[config.mk]
export PLATFORM = sky130hd
export DESIGN_NAME = ir_frame_decoder_multitap
export DESIGN_NICKNAME = d
export VERILOG_FILES = /design/src/irfd_pkg.sv /design/src/ir_frame_decoder_multitap.sv
export SDC_FILE = /design/constraint.sdc
export NUM_CORES = 2
export LEC_CHECK = 0
export BUFFER_PORTS_ARGS = -buffer_cell sky130_fd_sc_hd__clkbuf_2
export CAP_MARGIN = 30
export CORE_MARGIN = 8
export CORE_UTILIZATION = 48
export DETAILED_ROUTE_END_ITERATION = 10
export GPL_ROUTABILITY_DRIVEN = 1
export GPL_TIMING_DRIVEN = 1
export PLACE_DENSITY = 0.65
export REMOVE_ABC_BUFFERS = 1
export SYNTH_ARGS = -nofsm -noshare
export SYNTH_HDL_FRONTEND = slang
export SYNTH_SLANG_ARGS = --single-unit
[constraint.sdc]
create_clock -name clock -period 13.85 [get_ports clock]
set_input_delay 1.385 -clock clock [delete_from_list [all_inputs] [get_ports clock]]
set_output_delay 1.385 -clock clock [all_outputs]
set_load 0.01 [all_outputs]
[src/irfd_pkg.sv]
// Shared types, constants and lookup functions for the IR frame decoder.
// No dependencies; used by ir_frame_decoder_multitap, irfd_keypress_checker and the testbench.
package irfd_pkg;

   localparam int FRAME_BITS_DEF = 49;
   localparam int CODE_BITS      = 49;
   localparam int NUM_KEYS       = 12;

   // Key codes as reported on the result channel
   localparam logic [3:0] KEY_DIGITS  = 4'd10;
   localparam logic [3:0] KEY_ENTER   = 4'd10;
   localparam logic [3:0] KEY_DELETE  = 4'd11;
   localparam logic [3:0] KEY_UNKNOWN = 4'd12;

   // Actions
   localparam logic [2:0] ACT_IGNORE  = 3'd0;
   localparam logic [2:0] ACT_NEW     = 3'd1;
   localparam logic [2:0] ACT_REPLACE = 3'd2;
   localparam logic [2:0] ACT_DELETE  = 3'd3;
   localparam logic [2:0] ACT_ENTER   = 3'd4;
   localparam logic [2:0] ACT_UNKNOWN = 3'd5;

   // Register indexes (byte address is four times the index)
   localparam logic [2:0] REG_MS_TICKS     = 3'd0;
   localparam logic [2:0] REG_GAP_UNITS    = 3'd1;
   localparam logic [2:0] REG_ONE_UNITS    = 3'd2;
   localparam logic [2:0] REG_NEW_LETTER   = 3'd3;
   localparam logic [2:0] REG_REPEAT_GUARD = 3'd4;

   localparam logic [23:0] MS_TICKS_RST     = 24'd80000;
   localparam logic [7:0]  GAP_UNITS_RST    = 8'd10;
   localparam logic [7:0]  ONE_UNITS_RST    = 8'd1;
   localparam logic [31:0] NEW_LETTER_RST   = 32'd800000000;
   localparam logic [31:0] REPEAT_GUARD_RST = 32'd80000000;

   localparam logic [CODE_BITS-1:0] KEY_CODES [NUM_KEYS] = '{
      49'b1010000000000010000000001000000001001100010011001,
      49'b1010000000000010000000001000000000000100000001001,
      49'b1010000000000010000000001000000001000100010001001,
      49'b1010000000000010000000001000000000100100001001001,
      49'b1010000000000010000000001000000001100100011001001,
      49'b1010000000000010000000001000000000010100000101001,
      49'b1010000000000010000000001000000001010100010101001,
      49'b1010000000000010000000001000000000110100001101001,
      49'b1010000000000010000000001000000001110100011101001,
      49'b1010000000000010000000001000000000001100000011001,
      49'b1010000000000010000000001000000001110110011101101,
      49'b1010000000000010000000001000000000100110001001101
   };

   typedef struct packed {
      logic [23:0] edge_time;
      logic [31:0] coarse_time;
   } req_word_type;

   typedef struct packed {
      logic [2:0] action;
      logic [3:0] key_code;
      logic [7:0] character;
      logic       advance;
   } rsp_word_type;

   // Highest letter index on each key; special keys have one entry only.
   function automatic logic [1:0] letter_limit(input logic [3:0] key);
      logic [1:0] lim;
      case (key)
         4'd7, 4'd9: lim = 2'd3;
         4'd1, 4'd2, 4'd3, 4'd4, 4'd5, 4'd6, 4'd8: lim = 2'd2;
         default: lim = 2'd0;
      endcase
      return lim;
   endfunction

   // Multi-tap letters per digit key.
   function automatic logic [7:0] key_letter(input logic [3:0] key, input logic [1:0] idx);
      logic [7:0] ch;
      ch = 8'd0;
      case (key)
         4'd0: ch = (idx == 2'd0) ? 8'h20 : 8'h00;
         4'd1: begin
            case (idx)
               2'd0: ch = 8'h2C;
               2'd1: ch = 8'h2E;
               2'd2: ch = 8'h21;
               default: ch = 8'h00;
            endcase
         end
         4'd7: ch = 8'h70 + 8'(idx);
         4'd8: ch = (idx == 2'd3) ? 8'h00 : 8'h74 + 8'(idx);
         4'd9: ch = 8'h77 + 8'(idx);
         4'd2, 4'd3, 4'd4, 4'd5, 4'd6: begin
            // a..o run on in threes from key 2
            ch = (idx == 2'd3) ? 8'h00 : 8'h61 + 8'(3 * (key - 4'd2)) + 8'(idx);
         end
         default: ch = 8'h00;
      endcase
      return ch;
   endfunction

endpackage

[src/ir_frame_decoder_multitap.sv]
// Top level of the IR frame decoder with multi-tap text entry.
// Depends on irfd_pkg for the word types, key codes and letter tables.

// Each request word carries the down-counter and coarse timestamps of one IR edge. A word is
// taken into an input register and decoded from it: its interval is classed and, unless it is a
// gap that restarts the frame, shifted in; on the last bit of a frame, the frame is matched
// against the twelve key codes and run through the multi-tap logic into the result register. A
// new request word can be accepted in every cycle while the result register is free or being
// emptied; the rate is set by the single decode stage, which also holds all frame and key state.
// Only the edge that completes a frame gives a response word. The thresholds are products of
// unit size and unit counts, recomputed from the register values in the cycle of each write.
module ir_frame_decoder_multitap #(
   parameter int FRAME_BITS = irfd_pkg::FRAME_BITS_DEF
) (
   input  logic                   clock,
   input  logic                   reset,
   input  logic                   req_valid,
   output logic                   req_ready,
   input  irfd_pkg::req_word_type req_word,
   output logic                   rsp_valid,
   input  logic                   rsp_ready,
   output irfd_pkg::rsp_word_type rsp_word,
   input  logic                   psel,
   input  logic                   penable,
   input  logic                   pwrite,
   input  logic [4:0]             paddr,
   input  logic [31:0]            pwdata,
   output logic [31:0]            prdata,
   output logic                   pready
);

   localparam int CNT_W = $clog2(FRAME_BITS);

   // Configuration registers
   logic [23:0] ms_ticks_ff, ms_ticks_in;
   logic [7:0]  gap_units_ff, gap_units_in;
   logic [7:0]  one_units_ff, one_units_in;
   logic [31:0] new_letter_ff, new_letter_in;
   logic [31:0] repeat_guard_ff, repeat_guard_in;
   logic [31:0] gap_thr_ff, gap_thr_in;
   logic [31:0] one_thr_ff, one_thr_in;
   logic [23:0] unit_in;
   logic        csr_write;
   logic [2:0]  csr_index;

   // Pipeline
   logic                   in_valid_ff;
   irfd_pkg::req_word_type in_word_ff;
   logic                   rsp_valid_ff, rsp_valid_in;
   irfd_pkg::rsp_word_type rsp_word_ff, rsp_word_in;
   logic                   advance_stage;
   logic                   fire;

   // Decoder state
   logic [FRAME_BITS-1:0] bit_shift_ff, bit_shift_in;
   logic [CNT_W-1:0]      bit_count_ff, bit_count_in;
   logic [23:0]           prev_edge_ff, prev_edge_in;
   logic [FRAME_BITS-1:0] last_frame_ff, last_frame_in;
   logic [31:0]           last_key_time_ff, last_key_time_in;
   logic [1:0]            letter_index_ff, letter_index_in;
   logic [3:0]            key_row_ff, key_row_in;
   logic [1:0]            letter_limit_ff, letter_limit_in;
   logic                  entry_open_ff, entry_open_in;

   // Decode signals
   logic [23:0]           delta;
   logic                  is_gap;
   logic                  one_bit;
   logic [FRAME_BITS-1:0] frame;
   logic                  frame_done;
   logic [3:0]            key;
   logic [31:0]           pause;
   logic                  is_long;
   logic                  is_medium;
   logic [1:0]            next_index;

   // ---------------------------------------------------------------- configuration
   assign csr_write = psel & penable & pwrite;
   assign csr_index = paddr[4:2];
   assign pready    = 1'b1;

   always_comb begin
      ms_ticks_in     = ms_ticks_ff;
      gap_units_in    = gap_units_ff;
      one_units_in    = one_units_ff;
      new_letter_in   = new_letter_ff;
      repeat_guard_in = repeat_guard_ff;
      if (csr_write) begin
         case (csr_index)
            irfd_pkg::REG_MS_TICKS:     ms_ticks_in     = pwdata[23:0];
            irfd_pkg::REG_GAP_UNITS:    gap_units_in    = pwdata[7:0];
            irfd_pkg::REG_ONE_UNITS:    one_units_in    = pwdata[7:0];
            irfd_pkg::REG_NEW_LETTER:   new_letter_in   = pwdata;
            irfd_pkg::REG_REPEAT_GUARD: repeat_guard_in = pwdata;
            default: ;
         endcase
      end
      // A unit size of zero counts as one.
      unit_in    = (ms_ticks_in == 24'd0) ? 24'd1 : ms_ticks_in;
      // units >= n holds exactly when the interval is at least n whole units.
      gap_thr_in = 32'(gap_units_in) * 32'(unit_in);
      one_thr_in = 32'(one_units_in) * 32'(unit_in);
   end

   always_comb begin
      case (csr_index)
         irfd_pkg::REG_MS_TICKS:     prdata = {8'd0, ms_ticks_ff};
         irfd_pkg::REG_GAP_UNITS:    prdata = {24'd0, gap_units_ff};
         irfd_pkg::REG_ONE_UNITS:    prdata = {24'd0, one_units_ff};
         irfd_pkg::REG_NEW_LETTER:   prdata = new_letter_ff;
         irfd_pkg::REG_REPEAT_GUARD: prdata = repeat_guard_ff;
         default:                    prdata = 32'd0;
      endcase
   end

   always_ff @(posedge clock) begin
      if (reset) begin
         ms_ticks_ff     <= irfd_pkg::MS_TICKS_RST;
         gap_units_ff    <= irfd_pkg::GAP_UNITS_RST;
         one_units_ff    <= irfd_pkg::ONE_UNITS_RST;
         new_letter_ff   <= irfd_pkg::NEW_LETTER_RST;
         repeat_guard_ff <= irfd_pkg::REPEAT_GUARD_RST;
         gap_thr_ff      <= 32'(irfd_pkg::GAP_UNITS_RST) * 32'(irfd_pkg::MS_TICKS_RST);
         one_thr_ff      <= 32'(irfd_pkg::ONE_UNITS_RST) * 32'(irfd_pkg::MS_TICKS_RST);
      end else begin
         ms_ticks_ff     <= ms_ticks_in;
         gap_units_ff    <= gap_units_in;
         one_units_ff    <= one_units_in;
         new_letter_ff   <= new_letter_in;
         repeat_guard_ff <= repeat_guard_in;
         gap_thr_ff      <= gap_thr_in;
         one_thr_ff      <= one_thr_in;
      end
   end

   // ---------------------------------------------------------------- handshake
   // The decode stage moves on whenever the result register is free or being emptied.
   assign advance_stage = ~rsp_valid_ff | rsp_ready;
   assign fire          = in_valid_ff & advance_stage;
   assign req_ready     = ~in_valid_ff | advance_stage;
   assign rsp_valid     = rsp_valid_ff;
   assign rsp_word      = rsp_word_ff;

   always_ff @(posedge clock) begin
      if (reset) begin
         in_valid_ff <= 1'b0;
      end else if (req_ready) begin
         in_valid_ff <= req_valid;
      end
   end

   always_ff @(posedge clock) begin
      if (req_valid & req_ready) begin
         in_word_ff <= req_word;
      end
   end

   // ---------------------------------------------------------------- decode
   always_comb begin
      delta   = prev_edge_ff - in_word_ff.edge_time;
      is_gap  = {8'd0, delta} >= gap_thr_ff;
      one_bit = {8'd0, delta} >= one_thr_ff;
      frame   = {bit_shift_ff[FRAME_BITS-2:0], one_bit};
      frame_done = ~is_gap & (bit_count_ff == CNT_W'(FRAME_BITS - 1));

      key = irfd_pkg::KEY_UNKNOWN;
      for (int k = irfd_pkg::NUM_KEYS - 1; k >= 0; k--) begin
         if (64'(frame) == 64'(irfd_pkg::KEY_CODES[k])) begin
            key = 4'(k);
         end
      end

      pause     = in_word_ff.coarse_time - last_key_time_ff;
      is_long   = pause >= new_letter_ff;
      is_medium = ~is_long & (pause >= repeat_guard_ff);
      next_index = letter_index_ff + 2'd1;
   end

   always_comb begin
      bit_shift_in     = bit_shift_ff;
      bit_count_in     = bit_count_ff;
      prev_edge_in     = prev_edge_ff;
      last_frame_in    = last_frame_ff;
      last_key_time_in = last_key_time_ff;
      letter_index_in  = letter_index_ff;
      key_row_in       = key_row_ff;
      letter_limit_in  = letter_limit_ff;
      entry_open_in    = entry_open_ff;
      rsp_word_in      = rsp_word_ff;
      rsp_valid_in     = rsp_valid_ff & ~rsp_ready;

      if (fire) begin
         prev_edge_in = in_word_ff.edge_time;
         if (is_gap) begin
            bit_shift_in = '0;
            bit_count_in = '0;
         end else if (!frame_done) begin
            bit_shift_in = frame;
            bit_count_in = CNT_W'(bit_count_ff + 1'b1);
         end else begin
            bit_shift_in     = '0;
            bit_count_in     = '0;
            last_key_time_in = in_word_ff.coarse_time;
            rsp_valid_in     = 1'b1;
            rsp_word_in.action    = irfd_pkg::ACT_IGNORE;
            rsp_word_in.key_code  = key;
            rsp_word_in.character = 8'd0;
            rsp_word_in.advance   = 1'b0;

            if (frame != last_frame_ff || key >= irfd_pkg::KEY_DIGITS || is_long) begin
               rsp_word_in.advance = (key < irfd_pkg::KEY_DIGITS) & entry_open_ff;
               key_row_in      = key;
               letter_index_in = 2'd0;
               if (key != irfd_pkg::KEY_UNKNOWN) begin
                  letter_limit_in = irfd_pkg::letter_limit(key);
               end
               if (key < irfd_pkg::KEY_DIGITS) begin
                  rsp_word_in.action    = irfd_pkg::ACT_NEW;
                  rsp_word_in.character = irfd_pkg::key_letter(key, 2'd0);
               end else if (key == irfd_pkg::KEY_ENTER) begin
                  rsp_word_in.action = irfd_pkg::ACT_ENTER;
               end else if (key == irfd_pkg::KEY_DELETE) begin
                  rsp_word_in.action = irfd_pkg::ACT_DELETE;
               end else begin
                  rsp_word_in.action = irfd_pkg::ACT_UNKNOWN;
               end
               // Enter closes the entry, delete leaves it as it was.
               if (key == irfd_pkg::KEY_ENTER) begin
                  entry_open_in = 1'b0;
               end else if (key != irfd_pkg::KEY_DELETE) begin
                  entry_open_in = 1'b1;
               end
               last_frame_in = frame;
            end else if (is_medium && letter_index_ff < letter_limit_ff) begin
               letter_index_in = next_index;
               if (key_row_ff < irfd_pkg::KEY_DIGITS) begin
                  rsp_word_in.action    = irfd_pkg::ACT_REPLACE;
                  rsp_word_in.character = irfd_pkg::key_letter(key_row_ff, next_index);
               end
            end
         end
      end
   end

   always_ff @(posedge clock) begin
      if (reset) begin
         rsp_valid_ff     <= 1'b0;
         bit_shift_ff     <= '0;
         bit_count_ff     <= '0;
         prev_edge_ff     <= '0;
         last_frame_ff    <= '0;
         last_key_time_ff <= '0;
         letter_index_ff  <= '0;
         key_row_ff       <= '0;
         letter_limit_ff  <= '0;
         entry_open_ff    <= 1'b0;
      end else begin
         rsp_valid_ff     <= rsp_valid_in;
         bit_shift_ff     <= bit_shift_in;
         bit_count_ff     <= bit_count_in;
         prev_edge_ff     <= prev_edge_in;
         last_frame_ff    <= last_frame_in;
         last_key_time_ff <= last_key_time_in;
         letter_index_ff  <= letter_index_in;
         key_row_ff       <= key_row_in;
         letter_limit_ff  <= letter_limit_in;
         entry_open_ff    <= entry_open_in;
      end
   end

   always_ff @(posedge clock) begin
      rsp_word_ff <= rsp_word_in;
   end

   // ---------------------------------------------------------------- assertions
   a_count_range: assert property (@(posedge clock) disable iff (reset)
      bit_count_ff <= CNT_W'(FRAME_BITS - 1))
      else $error("bit count has run past the frame length");

   a_index_limit: assert property (@(posedge clock) disable iff (reset)
      letter_index_ff <= letter_limit_ff)
      else $error("letter index beyond the key's last letter");

   a_gap_threshold: assert property (@(posedge clock) disable iff (reset)
      gap_thr_ff == 32'(gap_units_ff) * 32'((ms_ticks_ff == 24'd0) ? 24'd1 : ms_ticks_ff))
      else $error("gap threshold out of step with its registers");

   a_letter_on_digit: assert property (@(posedge clock) disable iff (reset)
      rsp_valid_ff && (rsp_word_ff.action == irfd_pkg::ACT_NEW ||
                       rsp_word_ff.action == irfd_pkg::ACT_REPLACE)
      |-> rsp_word_ff.key_code < irfd_pkg::KEY_DIGITS)
      else $error("character placed for a key that is not a digit");

   a_no_overwrite: assert property (@(posedge clock) disable iff (reset)
      rsp_valid_ff && !rsp_ready |=> rsp_valid_ff && $stable(rsp_word_ff))
      else $error("pending response word was overwritten");

endmodule

==> metrics.txt <==
result of the run complete, no violations; top-level port count between 150 and 200; critical path endpoint category flop; Synth top area share about a fifth; skew final between 0.02 and 0.025 ns; buffer type at the clock tree root clkbuf_16; critical path start-end classification in2reg; transition time at the pin with the least slew margin 1.068 ns; vias per inst about 5.5; largest area contributor in the netlist dfxtp_1; post-synthesis instance area 33160 µm²; leakage around 16 nW; clk_lat worst skew 0.60 ns; Data arrival, critical path 9.91 ns; Total GRT Usage between 20% and 30%; num rows between 90 and 100; placed cell count roughly 4700; final net count between 4000 and 5000; fin cells 4823; number of detailed-routing iterations run before antenna repair 6; final critical delay including setup and external delays 9.426 ns; overall die width between 200 and 300 µm; Die Span Y 278.9 µm; post-route standard cell area excluding fillers 36490 µm²; max cap viols 0; # DRC 0; final weighted congestion in routability-driven placement between 0.9 and 1; effective utilization at floorplan roughly half; Slew headroom a little over a quarter; register bit count reported by yosys about 400; leading post-synthesis cells by cell area dfxtp_1, fa_1, ha_1, edfxtp_1, nand2_1; worst-case vdd ir drop around 87 µV; number of failing setup endpoints in the final timing report 0; core area roughly 68000 µm²; number of global-route vias before repair around 26000; maximum number of pins on one net before global-route repair 98; fraction of synthesis flops using an asynchronous set or reset pin 0%; CTS tree done; total via count in the routed design ~26000; PortBufs between 100 and 150; power density normalized to cell area 81.90 nW/µm²; number of different library cells in the post-synthesis netlist 74; sequential cell area fraction in the yosys report between 20% and 30%; number of instances resized during post-cts repair 0; final clock period utilization by the worst path between 60% and 70%; EDFF count, synth 72; leading cell type in the layout, fill and taps excluded nand2_1; Max Root-Sink Buffers 3; top flip-flop cell by instance count after synthesis dfxtp_1; # clock sinks 410; number of levels in the clock H-tree 2; Hold Fails Final Rpt 0; number of routed nets with antenna violations 0; final-report max-slew violation count 0; floorplan die area 77760 µm²; worst hold path class reg2reg; number of warnings printed during yosys synthesis 0; average wire per cell in the routed design 18.38 µm; Detailed Place HPWL 66460 µm; Gate Count Post-Synth 3809; total congestion overflow 0; Routed Wire Length 88640 µm; setup TNS after final layout 0 ns; unrepaired setup endpoints after global routing false; post-layout total power around 3.0 mW; number of buffers inserted by post-CTS setup repair 0; initial antenna violation count 9; Layout Area Growth over Synthesis 10.01%; total CTS buffers 48; first-iteration detailed-routing DRC count 1701; launching element type of the critical path input port; post-CTS clock slew at the launch and capture registers of the worst setup and hold paths ~0.06 ns; fraction of layout instances using a drive strength above 1 8.865%; largest driver fanout on the critical path 46; Max Fclk 0.1061 GHz; placed standard-cell area 34850 µm²; CP required 14.33 ns; global-route wire length before repair ~140000 µm; commonest non-fill, non-tap cells in the layout nand2_1, inv_1, nor2_1, dfxtp_1, ha_1; mean post-synth cell area approximately 8.7 µm²; Post-CTS Hold Fix Bufs 0
[Yosys cell counts (11+ instances only)]
master	number
a21o_1	68
a211oi_1	16
mux2i_1	105
o21ai_0	87
o21a_1	20
a22oi_1	71
mux2_2	38
nor2_1	435
nor4_1	23
o21bai_1	11
nand2_1	490
and2_1	21
a21oi_1	230
nor2b_1	44
nor3_1	28
nand3_1	37
or2_2	15
inv_1	456
ha_1	312
xor2_1	70
fa_1	271
nand2b_1	60
edfxtp_1	72
xnor2_1	90
buf_1	17
and3_1	19
a211o_1	27
clkbuf_1	131
dfxtp_1	338
nand4_1	34
o22ai_1	18
[layer usage]
metal | track usage, % | wire length [µm] | up-vias
met5 | 0 | 57 | -
met4 | 5.922 | 2261 | 8
met3 | 4.909 | 6922 | 159
met2 | 36.21 | 40150 | 795
met1 | 30.44 | 39250 | 12600
li1 | - | - | 12820
[final cells by class]
| class | count | area, µm² |
|---|---|---|
| fillers | 6501 | 31980 |
| multi-input cells | 2785 | 21990 |
| flip-flops and latches | 410 | 8929 |
| inverters | 457 | 1715 |
| clock buffers | 67 | 1374 |
| repair buffers | 195 | 1164 |
| well taps | 882 | 1104 |
| clock inverters | 23 | 196.4 |
| diodes | 4 | 10.01 |
[state kept, by name (all words and copies together), names as in the netlist, 32 cells and up]
signal	cells
bit_shift_ff	48
one_thr_ff	32
last_frame_ff	49
last_key_time_ff	32
new_letter_ff	32
repeat_guard_ff	32
gap_thr_ff	32
in_word_ff	56
[worst max-delay path: stages]
cell	delay, ns
clkbuf_2	0.52
nor2_1	0.11
nand2_2	0.09
buf_4	0.55
mux2i_1	0.89
nand4_1	0.17
nor4_1	0.29
a31oi_1	0.15
buf_4	0.23
nand2b_1	0.18
fa_1	0.53
fa_1	0.54
inv_1	0.06
fa_1	0.50
fa_1	0.50
ha_1	0.38
a21o_1	0.18
nand2_1	0.07
and3_1	0.18
a2bb2oi_1	0.45
o221ai_1	0.31
o41a_1	0.45
a41oi_1	0.30
o21ai_0	0.17
o31ai_1	0.26
mux2_2	0.36
[stage by stage]
step | util, % | setup WS [ns] | hold WS [ns]
CTS | 53.20 | 4.512 | 0.4547
global route | 53.27 | 4.025 | 0.4687
detailed placement | 50.90 | 3.907 | 0.4467
finish | 53.29 | 4.424 | 0.4505
global placement | 50.85 | 3.933 | 0.4389
floorplan | - | 4.487 | 0.4258
[final timing paths]
| check | start | to | slack [ns] | cells past startpoint |
|---|---|---|---|---|
| setup / recovery | paddr[3] | one_thr_ff[31] | 4.42 | 26 |
| setup reg to reg | in_word_ff[32] | rsp_word[7] | 5.88 | 32 |
| hold / removal | last_key_time_ff[7] | last_key_time_ff[7] | 0.45 | 2 |
| hold reg to reg | last_key_time_ff[7] | last_key_time_ff[7] | 0.45 | 2 |
[power breakdown]
part	switching, mW	total [mW]	internal [mW]
Combinational	0.291	0.480	0.189
Sequential	0.0163	1.26	1.24
Clock	0.534	1.25	0.717
Total	0.841	2.99	2.15
[kinds of logic after synthesis]
logic type | after synthesis | synth area share (%)
mux | 143 | 4.459
fa+ha+maj | 583 | 28.13
flops | 410 | 26.92
simple gates | 1236 | 16.30
compound gates | 662 | 12.92
other cells | 1 | 0.01131
buf+inv | 614 | 7.029
xor+xnor | 160 | 4.225
No activity file was read; power rests on OpenSTA's default activity.
